--- src/design/fdr_pkg.sv ---
`default_nettype none
package fdr_pkg;

    localparam int VEC_FRAC_BITS = 14;
    // shift that brings the dot product to Q30; positive is a right shift
    localparam int DOT_SH  = 2 * VEC_FRAC_BITS - 30;
    localparam int SH_R    = (DOT_SH > 0) ? DOT_SH : 0;
    localparam int SH_L    = (DOT_SH < 0) ? -DOT_SH : 0;
    localparam logic [63:0] DOT_RND = (64'd1 << SH_R) >> 1;

    localparam int QDIV_STEPS = 36;
    localparam int SQRT_STEPS = 31;
    localparam int RDIV_STEPS = 31;

    typedef struct packed {
        logic [31:0] rem;
        logic [35:0] quo;
        logic [35:0] dvd;
        logic [31:0] dvs;
    } div_cell_t;

    typedef struct packed {
        logic [32:0] rem;
        logic [30:0] root;
        logic [61:0] rad;
    } sqrt_cell_t;

    typedef struct packed {
        logic        graze;
        logic        ovf;
        logic [30:0] cos_i;
        logic [15:0] ior;
    } side_t;

    // right shift that brings a sum below 2^31
    function automatic logic [4:0] norm_shift(input logic [47:0] den);
        logic [4:0] n;
        n = '0;
        for (int i = 31; i < 48; i++) begin
            if (den[i]) begin
                n = 5'(i - 30);
            end
        end
        return n;
    endfunction

endpackage
`default_nettype wire

--- src/design/fdr_div_cell.sv ---
`default_nettype none
module fdr_div_cell (
    input  logic                aclk,
    input  logic                en,
    input  fdr_pkg::div_cell_t  cell_in,
    output fdr_pkg::div_cell_t  cell_out
);
    import fdr_pkg::*;

    div_cell_t   cell_reg;
    div_cell_t   cell_next;
    logic [32:0] trial;
    logic [32:0] diff;

    // one restoring step: bring down the next dividend bit, subtract if it fits
    always_comb begin
        trial = {cell_in.rem, cell_in.dvd[35]};
        diff  = trial - {1'b0, cell_in.dvs};
        cell_next     = cell_in;
        cell_next.dvd = {cell_in.dvd[34:0], 1'b0};
        if (trial >= {1'b0, cell_in.dvs}) begin
            cell_next.rem = diff[31:0];
            cell_next.quo = {cell_in.quo[34:0], 1'b1};
        end else begin
            cell_next.rem = trial[31:0];
            cell_next.quo = {cell_in.quo[34:0], 1'b0};
        end
    end

    always_ff @(posedge aclk) begin
        if (en) begin
            cell_reg <= cell_next;
        end
    end

    assign cell_out = cell_reg;

endmodule
`default_nettype wire

--- config.mk ---
export PLATFORM = sky130hd
export DESIGN_NAME = fdr_div_cell
export DESIGN_NICKNAME = d
export VERILOG_FILES = /design/src/design/fdr_pkg.sv /design/src/design/fdr_div_cell.sv
export SDC_FILE = /design/constraint.sdc
export NUM_CORES = 1
export LEC_CHECK = 0
export BUFFER_PORTS_ARGS = -buffer_cell sky130_fd_sc_hd__clkbuf_2
export CORE_MARGIN = 5
export CORE_UTILIZATION = 52
export DETAILED_ROUTE_END_ITERATION = 6
export GPL_ROUTABILITY_DRIVEN = 0
export PLACE_DENSITY = 0.86
export SLEW_MARGIN = 5
export SYNTH_ARGS = -nofsm -noshare
export SYNTH_HDL_FRONTEND = slang
export SYNTH_SLANG_ARGS = --single-unit
--- constraint.sdc ---
create_clock -name aclk -period 8.45 [get_ports aclk]
set_input_delay 1.2675 -clock aclk [delete_from_list [all_inputs] [get_ports aclk]]
set_output_delay 1.2675 -clock aclk [all_outputs]
set_load 0.005 [all_outputs]
==> results of run 1 <==
[power breakdown]
part / internal [mW] / switching [mW]
clock: 0.527 / 0.290
sequential: 0.819 / 0.0198
combinational: 0.147 / 0.181
total: 1.49 / 0.491
[worst paths after layout]
check,start,endpoint,slack [ps],depth (start not counted)
setup / recovery,cell_in[23],cell_out[111]$_DFFE_PP_,4320,10
hold / removal,cell_in[76],cell_out[77]$_DFFE_PP_,1020,1
[cell usage in the layout (no fill, tap or decap), types with 3 or more instances in the layout]
| cell type | instances |
|---|---|
| a2111oi_0 | 3 |
| a211oi_1 | 3 |
| a21o_1 | 8 |
| a21oi_1 | 54 |
| and2_1 | 3 |
| bufinv_16 | 5 |
| clkbuf_16 | 17 |
| clkbuf_2 | 270 |
| edfxtp_1 | 135 |
| ha_1 | 32 |
| inv_1 | 46 |
| mux2_4 | 8 |
| nand2_1 | 24 |
| nand2b_1 | 7 |
| nand3_1 | 8 |
| nand4_1 | 8 |
| nor2_1 | 37 |
| nor3_1 | 3 |
| o21a_1 | 5 |
| o21ai_0 | 17 |
| o21ai_1 | 4 |
| o21bai_1 | 5 |
| o31ai_1 | 7 |
| xnor2_1 | 16 |
| xor2_1 | 10 |
[area by class of cell]
type,instances,area [um^2]
clock buffer,18,429
clock inverter,14,221
fill,799,3520
inverter,46,173
multi-input combinational,297,2050
sequential,135,4050
tap,147,184
timing repair buffer,273,1380
[per-layer routing]
layer	part of all wire [%]	wire, um	up-vias	GRT usage, %
met4	3.5	648	0	10.5
li1	-	-	2379	-
met1	35	6340	2415	26.1
met5	0	0	-	0
met2	52	9440	257	43.7
met3	10	1880	55	9.37
[cells by family (layout without fill, tap and decap cells)]
logic type,after synthesis,count (layout),synth area share (%)
AO/OA/AOI/OAI,120,120,11.5
buffers and inverters,64,351,4.56
other,1,1,0.0587
flip-flops,135,135,63.4
adder cells (fa/ha/maj),33,33,6.58
AND/OR/NAND/NOR,107,107,8.18
XOR/XNOR,26,26,3.56
multiplexers,10,10,2.19
[critical path: stages]
cell      delay, ps
clkbuf_2         90
inv_1            40
ha_1            420
and3_1          350
nand4_1         210
nor4b_1         420
a21o_1          210
o21a_2          480
buf_4           440
mux2_4          340
[stage by stage]
step           std cells  hold slack, ps  power, mW  area [um^2]  worst slack (ps)
4_1_cts              930            1000       1.99         8490              4320
6_report             930            1020       1.98         8490              4320
3_5_place_dp         898            1450       1.17         7840              3930
5_1_grt              930             996       2.07         8490              4110
3_3_place_gp         898            1440       1.16         7840              4000
2_1_floorplan        496            1370       1.02         6390              4810
==> flow_summary_export.csv, run 1 <==
group,metric,value,unit
critical_path,worst-setup-path-type,"in -> reg",
critical_path,end_kind,"register",
floorplan,fp.coreArea,12000,um^2
clocking,cts_buffer_depth,2,
global_route,grt_pass1_wl,27500,um
logic_synthesis,avgSynthCellArea,12.9,um^2
clocking,root_buffer,"clkbuf_16",
global_route,gr-total-overflow,0,
routing,drc,0,
critical_path,crit_required,8620,ps
floorplan,placement_rows,40,
sta,finalCritPeriodShare,48.9,%
logic_synthesis,synthArstFlopShare,0,%
logic_synthesis,yosysMostFrequentCell,"edfxtp_1",
sta,fmax,242,MHz
logic_synthesis,synthTopCellsByArea,"edfxtp_1, ha_1, a21oi_1",
power_and_ir_drop,cellLeakagePower,3.89,nW
power_and_ir_drop,ir_drop,0.0975,mV
floorplan,num_io_pins,274,
critical_path,cp_max_fo,33,
logic_synthesis,yosysTopAreaCell,"edfxtp_1",
routing,drt_wl_total,18300,um
sta,min_period,4130,ps
floorplan,floorplan.initialDensity,53.2,%
clocking,ctsHoldBuffers,0,
sta,tightest_slew,949,ps
critical_path,crit_arrival,4300,ps
hold_path,hold_class,"in -> reg",
clocking,cts_resized,0,
routing,vias,5106,
clocking,cts_htree_levels,4,
finish,final_util,70.7,%
clocking,cts_buffers,17,
logic_synthesis,netlist.area_leader.share,63.4,%
finish,largest_register_ffs,135,
floorplan,die_w,121,um
clocking,cts.clk_slew.worst_paths,60,ps
routing,vias_per_cell,5.49,
logic_synthesis,yosys-top-cells-count,"edfxtp_1, a21oi_1, inv_1, nor2_1, ha_1",
power_and_ir_drop,p_per_area,234,nW/um^2
floorplan,die-area,14600,um^2
finish,nets,941,
finish,drive_gt1_share,40.7,%
logic_synthesis,syn_nets,667,
finish,syn_to_final_growth,32.8,%
sta,rsz0062_at_grt,"no",
routing,post_drt_wl_per_cell,19.7,um
global_route,grt_pass1_vias,5204,
logic_synthesis,synth_cell_types,50,
global_route,grt_max_degree,79,
placement,port-buffer-count,271,
job,maxCapViolCount,0,
sta,slew_headroom,36.7,%
placement,dp_hpwl,13700,um
sta,setup_viol_count_final,0,
clocking,clock_sinks,135,
logic_synthesis,syn_area,6390,um^2
logic_synthesis,synth_ff_type,"edfxtp_1",
finish,num_antenna_cells,0,
routing,drt.antenna.violating_nets,0,
sta,tns,0,ps
run_status,status,"finished, final reports clean",
clocking,cts_tree,"built",
floorplan,die_height,121,um
routing,drt-pass1-iter-count,5,
clocking,post_cts_buffers,0,
global_route,antenna_found_initial,0,
global_route,grt_usage,24.6,%
logic_synthesis,synth-edff-count,135,
critical_path,critPathLaunchType,"input pin",
logic_synthesis,yosysWarnings,0,
sta,maxSlewViolCount,0,
routing,drt_iter0_markers,361,
logic_synthesis,ys_seq_area_share,63.4,%
logic_synthesis,netlist_instances,496,
logic_synthesis,ys_ff_latch,135,
sta,hold_viol,0,
Power figures use the tool's default switching activity.
==> inputs of run 2 (changes only) <==
Settings changed: CORE_UTILIZATION 52 to 48, PLACE_DENSITY 0.86 to 0.8.
Clock period 8.45 ns to 4.28 ns, I/O delays scaled along.
==> run 2 against run 1 <==
Sequential share of layout area is 0.18 points lower. Final area increased by 0.38%. Sequential cell count did not move. First-iteration DRC count up 17%. Combinational power up 100%. Utilization down 5.8 points. Global-route usage decreased by 1.1 points. Sequential power rose by 98%. Wire length about the same. Critical path depth did not move. Via count barely moved. Largest cell class unchanged.
==> flow_summary_export.csv, run 2 (same netlist as run 1, synthesis figures left out) <==
group,metric,value,unit
power_and_ir_drop,intPower,2.84,mW
sta,hold_viol,0,
power_and_ir_drop,power.net_switching,0.963,mW
finish,num_antenna_cells,0,
critical_path,worst-setup-path-type,"in -> reg",
global_route,antenna_found_initial,0,
placement,port-buffer-count,271,
sta,tightest_slew,920,ps
run_status,status,"finished, final reports clean",
power_and_ir_drop,ir_drop,0.306,mV
critical_path,crit_slowest_cell,"o21a_2",
floorplan,placement_rows,42,
finish,fill_cells,986,
sta,min_period,3320,ps
finish,final_common_cell,"clkbuf_2",
critical_path,cp.buffers_inverters,2,
sta,slew_headroom,38.7,%
finish,drive_gt1_share,41.2,%
routing,drt_iter0_markers,424,
clocking,ctsHoldBuffers,0,
power_and_ir_drop,p_seq_share,43.7,%
floorplan,die-area,15700,um^2
floorplan,die_height,125,um
power_and_ir_drop,p_per_area,446,nW/um^2
clocking,post_cts_buffers,0,
sta,maxSlewViolCount,0,
routing,drt_wl_total,18300,um
finish,nets,947,
power_and_ir_drop,switching_share,25.3,%
critical_path,crit_arrival,3490,ps
sta,rsz0062_at_grt,"no",
placement,dp_hpwl,14100,um
power_and_ir_drop,combPwrFrac,17.3,%
floorplan,fp.coreArea,13100,um^2
sta,setup_viol_count_final,0,
clocking,cts_htree_levels,4,
finish,final_cells,965,
finish,mostFrequentLayoutCells,"clkbuf_2, edfxtp_1, a21oi_1, inv_1, nor2_1",
routing,drt-pass1-iter-count,5,
critical_path,max_stage_delay,660,ps
finish,largest_register_ffs,135,
critical_path,end_kind,"register",
sta,fmax,301,MHz
routing,post_drt_wl_per_cell,19.0,um
routing,vias_per_cell,5.29,
global_route,grt_max_degree,101,
sta,tns,0,ps
clocking,cts.clk_slew.worst_paths,60,ps
critical_path,critPathLaunchType,"input pin",
clocking,cts_tree,"built",
global_route,gr-total-overflow,0,
global_route,grt_pass1_vias,5258,
routing,drc,0,
clocking,cts_buffers,17,
critical_path,cp_max_fo,32,
critical_path,crit_required,4440,ps
finish,syn_to_final_growth,33.3,%
critical_path,path_cells,"clkbuf_2, inv_1, ha_1, and3_1, nand4_1, nor4b_1, a21o_1, o21a_2, o21ai_0, o21a_1",
hold_path,hold_class,"in -> reg",
routing,vias,5107,
clocking,root_buffer,"clkbuf_16",
critical_path,path_delay_family,"compound AO/OA/AOI/OAI gates",
global_route,grt_usage,23.5,%
floorplan,die_w,125,um
power_and_ir_drop,power_frac_clock,39.1,%
job,maxCapViolCount,0,
clocking,clock_sinks,135,
clocking,cts_buffer_depth,2,
power_and_ir_drop,cellLeakagePower,3.89,nW
clocking,cts_resized,0,
placement,dp.cells,933,
routing,drt.antenna.violating_nets,0,
floorplan,floorplan.initialDensity,48.7,%
floorplan,num_io_pins,274,
sta,finalCritPeriodShare,77.7,%
global_route,grt_pass1_wl,28800,um
-- run 2: layer usage --
layer  up-vias  GRT usage, %  wire (um)
li1       2389             -          -
met1      2404          26.3       6770
met2       285          42.2       9620
met3        29          7.25       1500
met4         0          8.61        416
met5         -             0          0
-- run 2: stage by stage --
stage / hold slack (ps) / setup slack [ps] / area [um^2] / power (mW) / utilization (%)
after floorplan: 741 / 1270 / 6390 / 2.02 / -
after global placement: 819 / 671 / 7920 / 2.31 / 60.3
after detailed placement: 821 / 600 / 7920 / 2.34 / 60.3
after CTS: 382 / 999 / 8520 / 3.83 / 64.8
after global routing: 375 / 753 / 8520 / 3.97 / 64.8
final: 402 / 955 / 8520 / 3.80 / 64.8
-- run 2: layout make-up --
class                           count  area (um^2)  area share, %
Inverter                           46          173           2.03
Timing Repair Buffer              279         1420           16.7
Clock inverter                     14          173           2.03
Clock buffer                       18          429           5.04
Multi-Input combinational cell    297         2050           24.0
Sequential cell                   135         4050           47.6
Tap cell                          176          220           2.58
-- run 2: path summary, 6_finish.rpt --
check   startpoint                      end  slack (ps)  depth (start not counted)
min    cell_in[57]   cell_out[58]$_DFFE_PP_         400                          1
max    cell_in[23]  cell_out[107]$_DFFE_PP_         960                         10
-- run 2: power groups by stage --
stage | clock network [mW] | registers [mW] | logic, mW
floorplan | 0 | 1.70 | 0.325
global placement | 0 | 1.68 | 0.632
detailed placement | 0 | 1.69 | 0.653
CTS | 1.50 | 1.66 | 0.661
global route | 1.58 | 1.67 | 0.726
finish | 1.48 | 1.66 | 0.656
