### config.mk
export PLATFORM = sky130hd
export DESIGN_NAME = fdr_sqrt_cell
export DESIGN_NICKNAME = d
export VERILOG_FILES = /design/src/design/fdr_pkg.sv /design/src/design/fdr_sqrt_cell.sv
export SDC_FILE = /design/constraint.sdc
export NUM_CORES = 1
export LEC_CHECK = 0
export BUFFER_PORTS_ARGS = -buffer_cell sky130_fd_sc_hd__buf_2
export CORE_AREA = 2 2 152 95
export DETAILED_ROUTE_END_ITERATION = 16
export DIE_AREA = 0 0 154 97
export PLACE_DENSITY = 0.79
export REMOVE_ABC_BUFFERS = 1
export SETUP_SLACK_MARGIN = 0.4
export SYNTH_ARGS = -nofsm -noshare
export SYNTH_HDL_FRONTEND = slang
export SYNTH_SLANG_ARGS = --single-unit
export TNS_END_PERCENT = 100
### constraint.sdc
create_clock -name aclk -period 3.7 [get_ports aclk]
set_clock_uncertainty 0.2 [all_clocks]
set_input_delay 0.74 -clock aclk [delete_from_list [all_inputs] [get_ports aclk]]
set_output_delay 0.74 -clock aclk [all_outputs]
set_load 0.05 [all_outputs]
### src/design/fdr_pkg.sv
`default_nettype none
package fdr_pkg;

    localparam int VEC_FRAC_BITS = 14;
    // shift that brings the dot product to Q30; positive is a right shift
    localparam int DOT_SH  = 2 * VEC_FRAC_BITS - 30;
    localparam int SH_R    = (DOT_SH > 0) ? DOT_SH : 0;
    localparam int SH_L    = (DOT_SH < 0) ? -DOT_SH : 0;
    localparam logic [63:0] DOT_RND = (64'd1 << SH_R) >> 1;

    localparam int QDIV_STEPS = 36;
    localparam int SQRT_STEPS = 31;
    localparam int RDIV_STEPS = 31;

    typedef struct packed {
        logic [31:0] rem;
        logic [35:0] quo;
        logic [35:0] dvd;
        logic [31:0] dvs;
    } div_cell_t;

    typedef struct packed {
        logic [32:0] rem;
        logic [30:0] root;
        logic [61:0] rad;
    } sqrt_cell_t;

    typedef struct packed {
        logic        graze;
        logic        ovf;
        logic [30:0] cos_i;
        logic [15:0] ior;
    } side_t;

    // right shift that brings a sum below 2^31
    function automatic logic [4:0] norm_shift(input logic [47:0] den);
        logic [4:0] n;
        n = '0;
        for (int i = 31; i < 48; i++) begin
            if (den[i]) begin
                n = 5'(i - 30);
            end
        end
        return n;
    endfunction

endpackage
`default_nettype wire

### src/design/fdr_sqrt_cell.sv
`default_nettype none
module fdr_sqrt_cell (
    input  logic                 aclk,
    input  logic                 en,
    input  fdr_pkg::sqrt_cell_t  cell_in,
    output fdr_pkg::sqrt_cell_t  cell_out
);
    import fdr_pkg::*;

    sqrt_cell_t  cell_reg;
    sqrt_cell_t  cell_next;
    logic [34:0] rem_ext;
    logic [34:0] trial;
    logic [34:0] diff;

    // one root digit: bring down two radicand bits, try root*4+1
    always_comb begin
        rem_ext = {cell_in.rem, cell_in.rad[61:60]};
        trial   = {2'b00, cell_in.root, 2'b01};
        diff    = rem_ext - trial;
        cell_next     = cell_in;
        cell_next.rad = {cell_in.rad[59:0], 2'b00};
        if (rem_ext >= trial) begin
            cell_next.rem  = diff[32:0];
            cell_next.root = {cell_in.root[29:0], 1'b1};
        end else begin
            cell_next.rem  = rem_ext[32:0];
            cell_next.root = {cell_in.root[29:0], 1'b0};
        end
    end

    always_ff @(posedge aclk) begin
        if (en) begin
            cell_reg <= cell_next;
        end
    end

    assign cell_out = cell_reg;

endmodule
`default_nettype wire

==> results.ini, run 1 <==
[run_status]
status = finished, final reports clean

[synthesis]
yosysSeqAreaShare_pct = 57.4
yosys.area.top_type = edfxtp_1
synth-seq-cells = 124
yosysMostFrequentCell = edfxtp_1
syn_area_per_cell_um2 = 12.7
synth-async-reset-ratio_pct = 0
yosysWarnings = 0
synth_top_area_share_pct = 57.4
synthTopCellsByArea = edfxtp_1 (57%), ha_1 (6.4%), mux2_4 (4.2%)
synth_enable_flop_cells = 124
netlist_top_cells_count = edfxtp_1 (124), inv_1 (50), a21oi_1 (37)
synthFlopType = edfxtp_1
syn_area_mm2 = 0.00649
synth_cells = 513
ys_types = 60

[power_and_ir_drop]
p_comb_share_pct = 27.1
power.clock.fraction_pct = 35.8
switching_share_pct = 34.1
ir_drop_mv = 0.291
power_density_mw_per_mm2 = 553
p_leak_nw = 3.77
seqPwrFrac_pct = 37.2
total_power_mw = 4.72
power.internal_mw = 3.11
p_switching_mw = 1.61

[drt]
dr.pass1.iters = 5
drc = 0
ant_nets = 0
via_per_inst = 5.33
wl_um = 17000
routedWlPerCell_um = 17.6
dr.first_iter.drc_count = 344
via_count = 5164

[cells_and_area]
drive_gt1_share_pct = 42.2
areaGrowthSynthToFinish_pct = 31.6
antenna_cells = 0
finalNetCount = 942
finish.instance_area_mm2 = 0.00854
finish.utilization_pct = 63.6
fin_cells = 968
largest_register_ffs = 124

[global_route]
grt_max_degree = 84
antenna_found_initial = 1
top_usage_layer = met2
grt_pass1_wl_um = 26600
use_met2_pct = 33.9
grt_util_met3_pct = 6.45
grt_pass1_vias = 5133
gr-total-overflow = 0
met1_usage_pct = 33.0
grt_use_total_pct = 22.8

[timing]
clock.fmax_mhz = 317
setup_viol = 0
holdWs_ns = 0.292
slew_headroom_pct = 61.9
timing.final.ws_setup_ns = 0.545
tightestPinTransition_ns = 0.572
rsz0062_at_grt = true
final.setup.tns_ns = 0
fin_crit_sh_pct = 85.3
slew_violations = 0
min_period_ns = 3.16
hold_viol_final = 0

[hold_path]
hp-class = in -> reg
whs_path_depth = 1

[clock_tree]
cts-root-buf = clkbuf_16
cts.clk_slew.worst_paths_ns = 0.06
cts_buffer_depth = 2
postCtsSetupBuffers = 0
cts-htree-levels = 4
clock-sinks = 124
postCtsHoldBufs = 0
numCtsBuffers = 17
cts_tree = built

[run]
max-cap-violations = 0

[die]
coreArea_mm2 = 0.0134
ios = 254
fp.dieW_um = 154
fp.dieArea_mm2 = 0.0149
die_h_um = 97
start_util_pct = 48.4
row_count = 33

[placement]
hpwl_um = 13200
io_buffers = 251
placed_cells = 937
pre_cts_ws_ns = 0.0769
placed_area_mm2 = 0.00794
gp_congestion = 0.860

[critical_path]
path_cells = buf_2, inv_1, ha_1, nand4_1, a2111oi_1, buf_4, nor3_1, o21bai_1, a221oi_2, xnor2_1, mux2_4
critPathCaptureType = flip-flop
path_max_fanout = 7
cp.required_ns = 3.67
cpPeakStageDelay_ns = 0.44
critPathArrivalTime_ns = 3.12
crit_type = in -> reg
critPathLaunchType = input pin
cpMaxStageDelayCell = a2111oi_1

==> metal layers <==
metal  wire length [um]  part of all wire [%]
met4                146                  0.86
met5                 13                 0.076
met3               1430                   8.4
met2               7320                    43
met1               8120                    48
==> critical path, delay by kind of cell <==
family / cells / cell delay, ns
AO/OA/AOI/OAI: 3 / 0.93
multiplexers: 1 / 0.27
buffers and inverters: 3 / 0.33
adder cells (fa/ha/maj): 1 / 0.42
XOR/XNOR: 1 / 0.16
AND/OR/NAND/NOR: 2 / 0.28
==> area by class of cell <==
class,instances,area [um^2]
clock buffers,17,425
flip-flops and latches,124,3720
well taps,175,219
fillers,1077,4880
clock inverters,14,161
repair buffers,262,1350
inverters,51,204
multi-input cells,325,2450
==> repair_timing <==
action | CTS | global route
hold endpoints to repair | 0 | 0
setup endpoints to repair | 0 | 9
gates resized for setup | 0 | 5
==> power groups by stage <==
stage	sequential (mW)	combinational (mW)	clock (mW)
finish	1.76	1.28	1.69
global route	1.77	1.35	1.77
CTS	1.76	1.27	1.71
detailed placement	1.78	1.27	0
global placement	1.78	1.26	0
floorplan	2.29	0.418	0
==> placed cells by master (no fill, tap or decap), drive strengths merged, types with 2 or more instances in the layout <==
| cell type | instances |
|---|---|
| ha | 33 |
| clkbuf | 17 |
| o21bai | 5 |
| inv | 58 |
| a31oi | 2 |
| o31ai | 6 |
| nand4 | 7 |
| a2111oi | 3 |
| buf | 262 |
| a21o | 4 |
| nand2 | 30 |
| o211ai | 11 |
| edfxtp | 124 |
| nor4 | 5 |
| and3 | 4 |
| mux2i | 4 |
| a211o | 4 |
| nand3 | 12 |
| a21oi | 41 |
| o21ai | 23 |
| a221oi | 3 |
| o21a | 8 |
| nor2 | 27 |
| nand2b | 6 |
| mux2 | 24 |
| xor2 | 2 |
| conb | 2 |
| nor3 | 11 |
| clkinvlp | 4 |
| bufinv | 2 |
| xnor2 | 22 |
| a211oi | 5 |
| nor2b | 2 |
| o2111ai | 3 |
| a21boi | 2 |
| and2 | 2 |
| o31a | 2 |
==> path summary, 6_finish.rpt <==
check | startpoint | endpoint | slack (ns)
max | cell_in[70] | cell_out[115]$_DFFE_PP_ | 0.54
min | cell_in[0] | cell_out[2]$_DFFE_PP_ | 0.29
==> cell families after synthesis <==
family | count (synthesis) | synth area share, %
flops | 124 | 57.4
simple gates | 111 | 8.37
fa+ha+maj | 33 | 6.36
buf+inv | 65 | 5.15
compound gates | 127 | 13.6
mux | 28 | 5.82
other cells | 1 | 0.0578
xor+xnor | 24 | 3.24
Note: power is estimated with default switching activity, not from simulation.
==> run 2, diff against run 1 <==
Settings changed: CORE_AREA 2 2 152 95 to 2 2 193 119, CTS_BUF_LIST from default to sky130_fd_sc_hd__clkbuf_4 sky130_fd_sc_hd__clkbuf_8, DIE_AREA 0 0 154 97 to 0 0 195 121, PLACE_DENSITY 0.79 to default.
==> run 2 against run 1 <==
  * Non-clock buffer count up 2
  * Sequential power about the same
  * Wire length up 9.8%
  * Sequential share of layout area up 0.36 points
  * Core utilization down 25 points
  * Cell count up 12%
  * Global-route usage down 6.8 points
  * Critical path depth unchanged
  * Critical endpoint unchanged
  * Largest cell class unchanged
==> results.ini, run 2 (synthesis gave the netlist of run 1 again) <==
[drt]
ant_nets = 0  ; unchanged
dr.pass1.iters = 5  ; unchanged
via_per_inst = 4.71  ; was 5.33
dr.first_iter.drc_count = 404  ; was 344
drc = 0  ; unchanged
routedWlPerCell_um = 17.2  ; was 17.6 um
via_count = 5107  ; was 5164
met2_length_um = 7830  ; was 7320 um
wl_met3_um = 1710  ; was 1430 um
routed.top_layer = met5  ; unchanged
wl_met1_um = 9020  ; was 8120 um
wl_um = 18700  ; was 17000 um

[global_route]
grt_pass1_wl_um = 28000  ; was 26600 um
gr-total-overflow = 0  ; unchanged
grt_use_total_pct = 15.9  ; was 22.8%
antenna_found_initial = 5  ; was 1
grt_pass1_vias = 5018  ; was 5133
grt_max_degree = 55  ; was 84

[clock_tree]
cts_tree = built  ; unchanged
postCtsSetupBuffers = 0  ; unchanged
cts-htree-levels = 4  ; unchanged
cts_buffer_depth = 2  ; unchanged
postCtsHoldBufs = 0  ; unchanged
cts.clk_slew.worst_paths_ns = 0.08  ; was 0.06 ns
cts-root-buf = clkbuf_8  ; was clkbuf_16
numCtsBuffers = 17  ; unchanged
clock-sinks = 124  ; unchanged
cts_resized = 0  ; unchanged

[critical_path]
critPathLaunchType = input pin  ; unchanged
path_max_fanout = 6  ; was 7
critPathArrivalTime_ns = 3.21  ; was 3.12 ns
cp.required_ns = 3.71  ; was 3.67 ns
critPathCaptureType = flip-flop  ; unchanged
crit_type = in -> reg  ; unchanged

[cells_and_area]
final_cell_mix = buf_2 (250), edfxtp_1 (124), inv_1 (50)  ; unchanged
finalNetCount = 944  ; was 942
layout_commonest_cell = buf_2  ; unchanged
drive_gt1_share_pct = 41.6  ; was 42.2%
largest_register_ffs = 124  ; unchanged
fill_cells = 2182  ; was 1077
fin_cells = 1084  ; was 968
areaGrowthSynthToFinish_pct = 30.5  ; was 31.6%

[timing]
slew_violations = 0  ; unchanged
fin_crit_sh_pct = 86.5  ; was 85.3%
clock.fmax_mhz = 312  ; was 317 MHz
slew_headroom_pct = 59.1  ; was 61.9%
setup_viol = 0  ; unchanged
rsz0062_at_grt = false  ; was true
holdWs_ns = 0.259  ; was 0.292 ns
tightestPinTransition_ns = 0.598  ; was 0.572 ns
hold_viol_final = 0  ; unchanged
min_period_ns = 3.20  ; was 3.16 ns

[die]
fp.dieW_um = 195  ; was 154 um
start_util_pct = 29.8  ; was 48.4%
coreArea_mm2 = 0.0218  ; was 0.0134 mm^2
ios = 254  ; unchanged
fp.dieArea_mm2 = 0.0236  ; was 0.0149 mm^2
row_count = 42  ; was 33
die_h_um = 121  ; was 97 um

[placement]
placed_cells = 1050  ; was 937
hpwl_um = 14700  ; was 13200 um
gp_congestion = 0.906  ; was 0.860
io_buffers = 251  ; unchanged

[run_status]
status = finished, final reports clean  ; unchanged

[power_and_ir_drop]
ir_drop_mv = 0.245  ; was 0.291 mV
p_leak_nw = 3.69  ; was 3.77 nW
power_density_mw_per_mm2 = 496  ; was 553 mW/mm^2

[run]
max-cap-violations = 0  ; unchanged

[hold_path]
hp-class = in -> reg  ; unchanged

## run 2: layout make-up
| class | count | area, um^2 | area share [%] |
|---|---|---|---|
| Clock inverter | 10 | 101 | 1.20 |
| Clock buffer | 20 | 256 | 3.03 |
| Multi-Input combinational cell | 325 | 2440 | 28.9 |
| Sequential cell | 124 | 3720 | 44.0 |
| Timing Repair Buffer | 264 | 1370 | 16.2 |
| Tap cell | 286 | 358 | 4.22 |
| Antenna cell | 4 | 10.0 | 0.118 |
| Inverter | 51 | 204 | 2.41 |
## run 2: final timing paths
| check | cells after the start | slack [ns] | start | end |
|---|---|---|---|---|
| setup / recovery | 11 | 0.50 | cell_in[63] | cell_out[115]$_DFFE_PP_ |
| hold / removal | 1 | 0.26 | cell_in[21] | cell_out[23]$_DFFE_PP_ |
## run 2: worst max-delay path: stages
cell and delay, ns:
buf_2 0.09, inv_1 0.04, ha_1 0.39, o21ai_0 0.29, a2111oi_1 0.10, buf_4 0.15
nor3_1 0.34, o21bai_1 0.22, a221oi_2 0.43, xnor2_1 0.14, mux2_4 0.27
## run 2: metrics by stage
step	instance area (um^2)	setup slack (ns)	power, mW	util, %	TNS, ns
after floorplan	6360	0.424	2.70	-	0
after global placement	8100	-0.00220	3.06	37.2	-0.00220
after detailed placement	8100	-0.0294	3.07	37.2	-0.0294
after CTS	8450	0.466	4.24	38.9	0
after global routing	8460	0.454	4.40	38.9	0
final	8470	0.498	4.20	38.9	0
## run 2: routing by layer
layer	GRT usage, %	vias to the layer above
li1	-	2471
met1	22.9	2423
met2	21.9	200
met3	6.28	11
met4	4.34	2
met5	0	-
## run 2: power by group
part	leakage (nW)	total, mW	internal, mW	switching, mW
Sequential	1.21	1.75	1.72	0.0323
Combinational	2.29	1.29	0.385	0.906
Clock	0.181	1.16	0.601	0.556
Total	3.69	4.20	2.70	1.49
